## config.mk

```make
export PLATFORM = sky130hd
export DESIGN_NAME = tga_pixel_stream_decoder
export DESIGN_NICKNAME = d
export VERILOG_FILES = /design/src/rtl/core/tpsd_pkg.sv /design/src/rtl/core/tga_pixel_stream_decoder.sv
export SDC_FILE = /design/constraint.sdc
export NUM_CORES = 1
export LEC_CHECK = 0
export BUFFER_PORTS_ARGS = -buffer_cell sky130_fd_sc_hd__buf_4
export CELL_PAD_IN_SITES_DETAIL_PLACEMENT = 1
export CELL_PAD_IN_SITES_GLOBAL_PLACEMENT = 2
export CORE_MARGIN = 3
export CORE_UTILIZATION = 36
export CTS_CLUSTER_DIAMETER = 80
export DETAILED_ROUTE_END_ITERATION = 12
export GPL_ROUTABILITY_DRIVEN = 0
export GPL_TIMING_DRIVEN = 0
export PLACE_DENSITY_LB_ADDON = 0.15
export SYNTH_ARGS = -nofsm -noshare
export SYNTH_HDL_FRONTEND = slang
export SYNTH_SLANG_ARGS = --single-unit
```

## constraint.sdc

```tcl
create_clock -name clk -period 12.19 [get_ports clk]
set_input_delay 1.8285 -clock clk [delete_from_list [all_inputs] [get_ports clk]]
set_output_delay 1.8285 -clock clk [all_outputs]
set_load 0.02 [all_outputs]
```

## src/rtl/core/tpsd_pkg.sv

```systemverilog
// Package for the TGA pixel stream decoder: status and register codes,
// decoder constants and the result record type. No dependencies.
`timescale 1ns / 1ps

package tpsd_pkg;

  // Status codes carried on each result
  localparam logic [2:0] ST_RUNNING   = 3'd0;
  localparam logic [2:0] ST_COMPLETE  = 3'd1;
  localparam logic [2:0] ST_EARLY_END = 3'd2;
  localparam logic [2:0] ST_OVERRUN   = 3'd3;
  localparam logic [2:0] ST_TRUNCATED = 3'd4;

  // Configuration register indexes
  localparam int unsigned CFG_IDX_W = 2;
  localparam logic [CFG_IDX_W-1:0] REG_RLE_MODE    = 2'd0;
  localparam logic [CFG_IDX_W-1:0] REG_BYTES_PER_PX = 2'd1;
  localparam logic [CFG_IDX_W-1:0] REG_PIXEL_COUNT = 2'd2;

  // Register reset values
  localparam logic        RLE_MODE_RST    = 1'b1;
  localparam logic [2:0]  BPP_RST         = 3'd4;
  localparam logic [31:0] PIXEL_COUNT_RST = 32'd1;

  // Packet header split and derived constants
  localparam logic [7:0]  HDR_RUN_BIT     = 8'd128;
  localparam logic [7:0]  HDR_RUN_BIAS    = 8'd127;
  localparam logic [7:0]  ALPHA_OPAQUE    = 8'd255;
  localparam logic [2:0]  BPP_BGR         = 3'd3;
  localparam logic [31:0] PIXEL_BYTES_RST = 32'hFF00_0000;

  // One result request
  typedef struct packed {
    logic [7:0] red;
    logic [7:0] green;
    logic [7:0] blue;
    logic [7:0] alpha;
    logic [7:0] repeat_res;
    logic [2:0] status;
  } res_t;

endpackage

```

## src/rtl/core/tga_pixel_stream_decoder.sv

```systemverilog
// Each result is registered in the output register or the skid register behind it.
// Throughput: one byte per cycle while the skid register is empty; the decoder state
// updates in a single pass per byte, and a two-entry output buffer (output plus skid
// register) keeps input open while one result waits. Reset (rst_n, synchronous): config
// registers to defaults, decoder restarted, output buffer emptied. Any register write
// restarts decoding. Top level of the TGA pixel stream decoder; uses tpsd_pkg.
`timescale 1ns / 1ps

module tga_pixel_stream_decoder
  import tpsd_pkg::*;
(
  input  logic                 clk,
  input  logic                 rst_n,
  // Input byte channel
  input  logic                 in_valid,
  output logic                 in_ready,
  input  logic [7:0]           in_data_byte,
  input  logic                 in_stream_end,
  // Result channel
  output logic                 out_valid,
  input  logic                 out_ready,
  output logic [7:0]           out_red,
  output logic [7:0]           out_green,
  output logic [7:0]           out_blue,
  output logic [7:0]           out_alpha,
  output logic [7:0]           out_repeat_res,
  output logic [2:0]           out_status,
  // Configuration write port
  input  logic                 cfg_wr_en,
  input  logic [CFG_IDX_W-1:0] cfg_index,
  input  logic [31:0]          cfg_wr_data
);

  // Configuration registers
  logic        rle_mode_r;
  logic [2:0]  bpp_r;
  logic [31:0] pixel_count_r;

  // Decoder state
  logic [31:0] pixels_left_r, pixels_left_nxt;
  logic [7:0]  packet_left_r, packet_left_nxt;
  logic        packet_is_run_r, packet_is_run_nxt;
  logic [1:0]  byte_in_pixel_r, byte_in_pixel_nxt;
  logic [31:0] pixel_bytes_r, pixel_bytes_nxt;
  logic        finished_r, finished_nxt;

  // Output buffer
  res_t out_r, out_nxt, skid_r, skid_nxt;
  logic out_valid_r, out_valid_nxt, skid_valid_r, skid_valid_nxt;

  logic       in_fire, cfg_hit, bpp_is_bgr, produced, push;
  logic [1:0] bip_inc, last_idx;
  logic [2:0] status;
  logic [7:0] rep;
  res_t       res;

  assign in_ready   = !skid_valid_r;
  assign in_fire    = in_valid && in_ready;
  assign cfg_hit    = cfg_wr_en && (cfg_index == REG_RLE_MODE || cfg_index == REG_BYTES_PER_PX ||
                                    cfg_index == REG_PIXEL_COUNT);
  assign bpp_is_bgr = (bpp_r == BPP_BGR);
  assign last_idx   = bpp_is_bgr ? 2'd3 : 2'd0;
  assign bip_inc    = byte_in_pixel_r + 2'd1;

  // Decode one byte: header parse, pixel assembly, counters and status
  always_comb begin
    pixels_left_nxt   = pixels_left_r;
    packet_left_nxt   = packet_left_r;
    packet_is_run_nxt = packet_is_run_r;
    byte_in_pixel_nxt = byte_in_pixel_r;
    pixel_bytes_nxt   = pixel_bytes_r;
    finished_nxt      = finished_r;
    produced          = 1'b0;
    rep               = 8'd0;
    status            = ST_RUNNING;
    push              = 1'b0;
    if (in_fire && !finished_r) begin
      if (pixels_left_r == 32'd0) begin
        finished_nxt = 1'b1;
        status       = ST_COMPLETE;
        push         = 1'b1;
      end else begin
        if (rle_mode_r && packet_left_r == 8'd0) begin
          // packet header
          if (in_data_byte < HDR_RUN_BIT) begin
            packet_is_run_nxt = 1'b0;
            packet_left_nxt   = in_data_byte + 8'd1;
          end else begin
            packet_is_run_nxt = 1'b1;
            packet_left_nxt   = in_data_byte - HDR_RUN_BIAS;
          end
          byte_in_pixel_nxt = 2'd0;
        end else begin
          // pixel byte
          pixel_bytes_nxt[{byte_in_pixel_r, 3'b000} +: 8] = in_data_byte;
          if (bip_inc == last_idx) begin
            byte_in_pixel_nxt = 2'd0;
            produced          = 1'b1;
            if (!rle_mode_r) begin
              rep             = 8'd1;
              pixels_left_nxt = pixels_left_r - 32'd1;
              if (pixels_left_nxt == 32'd0) begin
                status = ST_COMPLETE;
              end
            end else if (packet_is_run_r) begin
              packet_left_nxt = 8'd0;
              if ({24'd0, packet_left_r} <= pixels_left_r) begin
                rep             = packet_left_r;
                pixels_left_nxt = pixels_left_r - {24'd0, packet_left_r};
                if (pixels_left_nxt == 32'd0) begin
                  status = ST_COMPLETE;
                end
              end else begin
                // run overruns the image: fewer than 128 pixels remain here
                rep             = pixels_left_r[7:0];
                pixels_left_nxt = 32'd0;
                status          = ST_OVERRUN;
              end
            end else begin
              rep             = 8'd1;
              packet_left_nxt = packet_left_r - 8'd1;
              pixels_left_nxt = pixels_left_r - 32'd1;
              if (pixels_left_nxt == 32'd0) begin
                status = (packet_left_nxt == 8'd0) ? ST_COMPLETE : ST_OVERRUN;
              end
            end
          end else begin
            byte_in_pixel_nxt = bip_inc;
          end
        end
        // finish on a final status or on the end marker
        if (status != ST_RUNNING) begin
          finished_nxt = 1'b1;
        end else if (in_stream_end) begin
          finished_nxt = 1'b1;
          if (rle_mode_r && packet_left_nxt == 8'd0 && byte_in_pixel_nxt == 2'd0) begin
            status = ST_EARLY_END;
          end else begin
            status = ST_TRUNCATED;
          end
        end
        push = produced || (status != ST_RUNNING);
      end
    end
  end

  // Build the result request
  always_comb begin
    res = '0;
    res.status = status;
    if (produced) begin
      res.red        = pixel_bytes_nxt[23:16];
      res.green      = pixel_bytes_nxt[15:8];
      res.blue       = pixel_bytes_nxt[7:0];
      res.alpha      = bpp_is_bgr ? ALPHA_OPAQUE : pixel_bytes_nxt[31:24];
      res.repeat_res = rep;
    end
  end

  // Advance the output register and skid register
  always_comb begin
    out_nxt        = out_r;
    out_valid_nxt  = out_valid_r;
    skid_nxt       = skid_r;
    skid_valid_nxt = skid_valid_r;
    if (out_valid_r && out_ready) begin
      if (skid_valid_r) begin
        out_nxt        = skid_r;
        skid_valid_nxt = 1'b0;
      end else begin
        out_valid_nxt = 1'b0;
      end
    end
    if (push && !cfg_wr_en) begin
      if (!out_valid_nxt) begin
        out_nxt       = res;
        out_valid_nxt = 1'b1;
      end else begin
        skid_nxt       = res;
        skid_valid_nxt = 1'b1;
      end
    end
  end

  // Configuration registers
  always_ff @(posedge clk) begin
    if (!rst_n) begin
      rle_mode_r    <= RLE_MODE_RST;
      bpp_r         <= BPP_RST;
      pixel_count_r <= PIXEL_COUNT_RST;
    end else if (cfg_wr_en) begin
      case (cfg_index)
        REG_RLE_MODE:     rle_mode_r    <= cfg_wr_data[0];
        REG_BYTES_PER_PX: bpp_r         <= cfg_wr_data[2:0];
        REG_PIXEL_COUNT:  pixel_count_r <= cfg_wr_data;
        default:          ;
      endcase
    end
  end

  // Decoder state; restart on reset or on any register write
  always_ff @(posedge clk) begin
    if (!rst_n) begin
      pixels_left_r   <= PIXEL_COUNT_RST;
      packet_left_r   <= 8'd0;
      packet_is_run_r <= 1'b0;
      byte_in_pixel_r <= 2'd0;
      pixel_bytes_r   <= PIXEL_BYTES_RST;
      finished_r      <= 1'b0;
    end else if (cfg_hit) begin
      pixels_left_r   <= (cfg_index == REG_PIXEL_COUNT) ? cfg_wr_data : pixel_count_r;
      packet_left_r   <= 8'd0;
      packet_is_run_r <= 1'b0;
      byte_in_pixel_r <= 2'd0;
      pixel_bytes_r   <= PIXEL_BYTES_RST;
      finished_r      <= 1'b0;
    end else if (!cfg_wr_en) begin
      pixels_left_r   <= pixels_left_nxt;
      packet_left_r   <= packet_left_nxt;
      packet_is_run_r <= packet_is_run_nxt;
      byte_in_pixel_r <= byte_in_pixel_nxt;
      pixel_bytes_r   <= pixel_bytes_nxt;
      finished_r      <= finished_nxt;
    end
  end

  // Output buffer control
  always_ff @(posedge clk) begin
    if (!rst_n) begin
      out_valid_r  <= 1'b0;
      skid_valid_r <= 1'b0;
    end else begin
      out_valid_r  <= out_valid_nxt;
      skid_valid_r <= skid_valid_nxt;
    end
  end

  // Output buffer payload
  always_ff @(posedge clk) begin
    out_r  <= out_nxt;
    skid_r <= skid_nxt;
  end

  assign out_valid      = out_valid_r;
  assign out_red        = out_r.red;
  assign out_green      = out_r.green;
  assign out_blue       = out_r.blue;
  assign out_alpha      = out_r.alpha;
  assign out_repeat_res = out_r.repeat_res;
  assign out_status     = out_r.status;

  // Skid register only fills behind a held output register
  a_skid_behind_out: assert property (@(posedge clk) disable iff (!rst_n)
    skid_valid_r |-> out_valid_r)
    else $error("skid register holds a request while output register is empty");

  // A status-only result always carries a final status
  a_status_only: assert property (@(posedge clk) disable iff (!rst_n)
    out_valid_r && out_r.repeat_res == 8'd0 |-> out_r.status != ST_RUNNING)
    else $error("empty result with running status");

  // Repeat count never exceeds the longest run
  a_repeat_range: assert property (@(posedge clk) disable iff (!rst_n)
    out_valid_r |-> out_r.repeat_res <= HDR_RUN_BIT)
    else $error("repeat count out of range");

  // Once finished, only a register write restarts decoding
  a_finished_sticky: assert property (@(posedge clk) disable iff (!rst_n)
    finished_r && !cfg_wr_en |=> finished_r)
    else $error("decoder left the finished state without a restart");

  // A finished decoder emits nothing further
  a_no_push_after_finish: assert property (@(posedge clk) disable iff (!rst_n)
    finished_r |-> !push)
    else $error("result produced after decoding finished");

endmodule
```

-- Word-level counts from Yosys, hierarchy flattened
Index checks and enable logic that the tools add are counted.
- word-level logic and storage cells: 154
- bits of input ports: 48
- output and inout port bits: 45
- flip-flop bits (word level): 200
- bitwise gates (word level): 3
- order comparisons: 2
- reductions and logical operators: 35
- add/subtract/negate cells: 7
- shift operators: 2
- eq/ne operators: 7
- multiplexer cells: 75
- operators with widths (kind ; number):
    $mux W32 ; 13
    $mux W43 ; 4
    $mux W8 ; 15
    $logic_not A32 Y1 ; 3
    $mux W3 ; 14
    $mux W40 ; 1
    $bwmux W32 ; 1
    $le A8 B32 Y1 ; 1
    $shift A8 B7 Y32 const A ; 1
    $shiftx A8 B7 Y32 ; 1
    $sub A32 B1 Y32 const B ; 1
    $sub A32 B8 Y32 ; 1
    $logic_not A8 Y1 ; 3
    $mux W1 ; 20
    $mux W2 ; 7
    $reduce_bool A3 Y1 ; 3
    $add A8 B1 Y8 const B ; 1
    $logic_and A1 B1 Y1 ; 8
    $lt A8 B8 Y1 const B ; 1
    $sub A8 B1 Y8 const B ; 1
    $sub A8 B7 Y8 const B ; 1
    $neg A5 Y7 ; 1
    $reduce_and A2 Y1 ; 3
    $reduce_and A3 Y1 ; 2
    other kinds (15) ; 24

-- Logic depth before layout (Yosys ltp)
- depth after elaboration: 21
- mapped depth: 13
- mapped depth without buffers: 12

-- Worst setup path before layout
No wires, ideal clock.
- path type: input to register
- from: in in_valid
- to: reg skid_r[0] (netlist bit), enable pin
- arrival: 4.031 ns
- path buffers: 0
- library setup time: 0.444 ns
- path slack: 7.716 ns
- required time: 11.746 ns
- cell stages on the path: 4
- cells stage by stage: nand3_1 -> nor2_1 -> o31ai_1 -> nor2_1
- word-level cells in the longest chain between the ends: 5
- ends and longest elaborated chain (what ; line ; source):
    start, declared ; tga_pixel_stream_decoder.sv:15 ; input logic in_valid,
    $logic_and A1 B1 Y1 ; tga_pixel_stream_decoder.sv:58 ; assign in_fire = in_valid && in_ready;
    $logic_and A1 B1 Y1 ; tga_pixel_stream_decoder.sv:77 ; if (in_fire && !finished_r) begin
    $mux W1 ; tga_pixel_stream_decoder.sv:77 ;
    $logic_and A1 B1 Y1 ; tga_pixel_stream_decoder.sv:174 ; if (push && !cfg_wr_en) begin
    $reduce_and A2 Y1 (no source line) ; -- ;
    end signal, assigned ; tga_pixel_stream_decoder.sv:241 ; skid_r <= skid_nxt;
    end, declared ; tga_pixel_stream_decoder.sv:48 ; res_t out_r, out_nxt, skid_r, skid_nxt;
Every way passes these cells.
A chain may end at the register's enable or synchronous reset.

-- Worst setup path in the final report
- from: reg pixels_left_r[0]
- to: reg pixels_left_r[25]
- word-level cells in the longest chain between the ends: 10
- elaborated cells on any way between the ends: 15
- classes of those cells: add/sub (2); order compare (1); eq/ne (1); mux (9); reduce/logical (2)
- ends and longest elaborated chain (what ; line ; source):
    start, declared ; tga_pixel_stream_decoder.sv:40 ; logic [31:0] pixels_left_r, pixels_left_nxt;
    start signal, assigned ; tga_pixel_stream_decoder.sv:211 ; pixels_left_r <= (cfg_index == REG_PIXEL_COUNT) ? cfg_wr_data : pixel_count_r;
    start signal, assigned ; tga_pixel_stream_decoder.sv:218 ; pixels_left_r <= pixels_left_nxt;
    $sub A32 B8 Y32 / $le A8 B32 Y1 (equally long branches) ; tga_pixel_stream_decoder.sv:109, tga_pixel_stream_decoder.sv:107 ;
    $mux W32 ; tga_pixel_stream_decoder.sv:107 ; if ({24'd0, packet_left_r} <= pixels_left_r) begin
    $mux W32 ; tga_pixel_stream_decoder.sv:105 ; end else if (packet_is_run_r) begin
    $mux W32 ; tga_pixel_stream_decoder.sv:99 ; if (!rle_mode_r) begin
    $mux W32 ; tga_pixel_stream_decoder.sv:96 ; if (bip_inc == last_idx) begin
    $mux W32 ; tga_pixel_stream_decoder.sv:83 ; if (rle_mode_r && packet_left_r == 8'd0) begin
    $mux W32 ; tga_pixel_stream_decoder.sv:78 ; if (pixels_left_r == 32'd0) begin
    $mux W32 ; tga_pixel_stream_decoder.sv:77 ;
    $mux W32 ; tga_pixel_stream_decoder.sv:217 ; end else if (!cfg_wr_en) begin
    $mux W32 ; tga_pixel_stream_decoder.sv:210 ; end else if (cfg_hit) begin
Several ways; a longest one is shown, not always the timed one. The select of a mux whose other input is x is not followed.

==> results.json <==
{
  "worst_r2r_endpoint": "pixels_left_r[25]",
  "numCtsBuffers": 17,
  "synth_async_sr_flop_share": 0,
  "worstSetupPathType": "reg -> reg",
  "fin_crit_ns": 4.57,
  "reg2reg_from": "pixels_left_r[0]",
  "crit_fanout": 10,
  "crit_chain": "inv_1, ha_1, fa_1, nand2b_1, a211oi_1, nor3_1, nand2_1, buf_2, o21ai_0, a21oi_1, a21oi_1, a2111oi_0",
  "fmax_mhz": 219,
  "vias": 11800,
  "rsz0062_at_grt": "no",
  "die_h_um": 186,
  "cts_hold_buf": 0,
  "finish.net_count": 1654,
  "final_cell_area_sq_um": 13600,
  "syn_to_final_growth_pct": 15.6,
  "required_ns": 12.47,
  "fin_ws_ns": 7.62,
  "antenna_found_initial": 0,
  "critical_path.startpoint": "pixels_left_r[0]",
  "p_seq_frac": 0.421,
  "synth_edf_count": 43,
  "cp.arrival_ns": 4.85,
  "final_cells": 2034,
  "cp-end-kind": "register",
  "post-cts-setup-buffers": 0,
  "cts.clk_slew.worst_paths_ns": 0.09,
  "ff2ff_path_depth": 12,
  "fin_worst_skew_ns": 0.0219,
  "ys.flop_type": "dfxtp_1",
  "whs_endpoint": "pixel_count_r[19]",
  "hp-start": "pixel_count_r[19]",
  "ios": 93,
  "p_comb_frac": 0.259,
  "grt_overflow": 0,
  "netlist_area_sq_um": 11700,
  "drcViolationCount": 0,
  "p_switching_w": 0.000613,
  "yosysWarnings": 0,
  "dpl-instance-area_sq_um": 13000,
  "n_antenna_cell": 0,
  "rows": 65,
  "grt_use_total": 0.258,
  "dpl.cell_count": 2002,
  "cpPeakStageDelay_ns": 0.72,
  "p_sw_frac": 0.344,
  "place_hpwl_mm": 34.7,
  "slew_headroom": 0.0246,
  "viasPerCell": 5.81,
  "grt_pass1_vias": 11400,
  "hp-class": "reg -> reg",
  "p_clk_frac": 0.320,
  "synthesis.nets": 1543,
  "grt_start_max_net_pins": 26,
  "syn_inst": 1475,
  "ir_drop_mv": 0.107,
  "critPathSlowestCell": "a211oi_1",
  "grt_pass1_wl_mm": 70.7,
  "drv_slew": 0,
  "die_x_um": 186,
  "cts_resized": 0,
  "cpMostUsedCell": "a21oi_1",
  "ff2ff_setup_slack_ns": 7.62,
  "crit_path_start_kind": "register",
  "p_int_w": 0.00117,
  "ys_seq_elements": 200,
  "violations": "max-capacitance violations",
  "drive_gt1_frac": 0.114,
  "outcome": "complete, but fails checks",
  "setup_viol": 0,
  "numPortBuffers": 91,
  "worst_pin_slew_ns": 1.45,
  "hold_viol": 0,
  "cts_tree": "built",
  "p_leak_nw": 5.22,
  "ys_types": 86,
  "dieArea_sq_um": 34800,
  "cts_sinks": 200,
  "post-route-period-util": 0.375,
  "h-tree-depth": 4,
  "finalPower_w": 0.00178,
  "p_per_area_nw_per_um2": 131,
  "clockBufferDepth": 2,
  "clk_latency_ns": 0.47,
  "start_util": 0.369,
  "hold_depth": 2,
  "syn_avg_cell_area_sq_um": 7.95,
  "drv_cap": 1,
  "yosysSeqAreaShare": 0.378,
  "post-place-ws_ns": 7.49,
  "core_sq_um": 31800,
  "final_antenna_net_count": 0,
  "wl_per_cell_um": 22.4,
  "dr.pass1.iters": 5,
  "wirelength_mm": 45.6,
  "first_iter_violations": 1074,
  "root_buffer": "clkbuf_16",
  "fin_tns_setup_ns": 0
}
==> worst max-delay path by stage <==
stage / end / slack (ns) / depth (start not counted)
2_1_floorplan: skid_r[0] / 7.72 / 4
3_3_place_gp: skid_r[25] / 6.17 / 8
3_5_place_dp: pixels_left_r[7] / 7.49 / 10
4_1_cts: pixels_left_r[25] / 7.81 / 12
5_1_grt: pixels_left_r[25] / 7.52 / 12
6_report: pixels_left_r[25] / 7.62 / 12
==> through the flow <==
| step | utilization | hold slack (ns) |
|---|---|---|
| 4_1_cts | 0.426 | 0.457 |
| 3_3_place_gp | 0.407 | 0.443 |
| 5_1_grt | 0.426 | 0.474 |
| 6_report | 0.426 | 0.457 |
| 3_5_place_dp | 0.408 | 0.447 |
| 2_1_floorplan | - | 0.433 |
==> cell usage after synthesis, types with 6 or more instances <==
cell type	count	area share
a311oi_1	9	0.0067
xor2_1	14	0.010
mux2i_1	75	0.064
o31ai_1	7	0.0045
nor2_1	176	0.056
o211ai_1	7	0.0045
or3_1	11	0.0059
o22ai_1	10	0.0053
edfxtp_1	43	0.11
dfxtp_1	157	0.27
or4_1	11	0.0070
a21oi_1	189	0.081
and3_1	10	0.0053
inv_1	27	0.0086
a211oi_1	21	0.013
o311ai_0	10	0.0075
buf_1	8	0.0026
a2111oi_0	10	0.0075
nand2b_1	17	0.0091
o21ai_0	66	0.028
ha_1	19	0.020
nand2_1	175	0.056
nand4_1	19	0.010
nand3_1	54	0.023
and2_1	6	0.0032
a31oi_1	15	0.0080
nor3_1	51	0.022
nor4_1	19	0.010
xnor2_1	17	0.013
buf_2	24	0.010
clkbuf_1	86	0.028
==> final cells by class <==
| type | count | area (sq um) |
|---|---|---|
| Buffer | 122 | 514 |
| Sequential cell | 200 | 4430 |
| Timing Repair Buffer | 92 | 703 |
| Fill cell | 3897 | 18200 |
| Clock inverter | 11 | 104 |
| Tap cell | 435 | 544 |
| Clock buffer | 21 | 472 |
| Inverter | 27 | 101 |
| Multi-Input combinational cell | 1126 | 6680 |
==> power by group through the flow <==
stage / Sequential, W / Clock, W / Combinational [W]
final: 0.000749 / 0.000569 / 0.000461
after global routing: 0.000755 / 0.000615 / 0.000498
after CTS: 0.000749 / 0.000583 / 0.000454
after detailed placement: 0.000764 / 0 / 0.000452
after global placement: 0.000762 / 0 / 0.000447
after floorplan: 0.000789 / 0 / 0.000251
==> sequential cells by signal, indices dropped and copies added, names as in the netlist, 32 cells and up <==
register and cells:
pixel_bytes_r 32, pixels_left_r 32, pixel_count_r 32, skid_r 43
==> cell usage in the layout (no fill, tap or decap), types with 21 or more instances in the layout <==
cell,count
buf_4,92
o21ai_0,66
nor3_1,51
mux2i_1,75
nand3_1,54
clkbuf_1,88
dfxtp_1,157
buf_2,24
a21oi_1,189
nand2_1,175
nor2_1,175
a211oi_1,21
inv_1,27
edfxtp_1,43
==> metal layers <==
layer,GRT usage,routed length [um],vias to the layer above
met3,0.0498,3120,46
met4,0.0471,524,0
li1,-,-,5575
met2,0.354,18200,383
met1,0.416,23700,5822
met5,0,0,-
==> kinds of logic after synthesis <==
kind of cell	Yosys count	share of synthesized area
buffers and inverters	149	0.0525
XOR/XNOR	31	0.0232
multiplexers	79	0.0679
adder cells (fa/ha/maj)	20	0.0220
AND/OR/NAND/NOR	594	0.246
AO/OA/AOI/OAI	402	0.210
flip-flops	200	0.378
==> critical path: cells and delay by family (launching register included) <==
kind	cells	cell delay, ns
flops	1	0.51
compound gates	5	1.89
simple gates	3	0.83
fa+ha+maj	2	0.67
buf+inv	2	0.48
No activity file was read; power rests on OpenSTA's default activity.
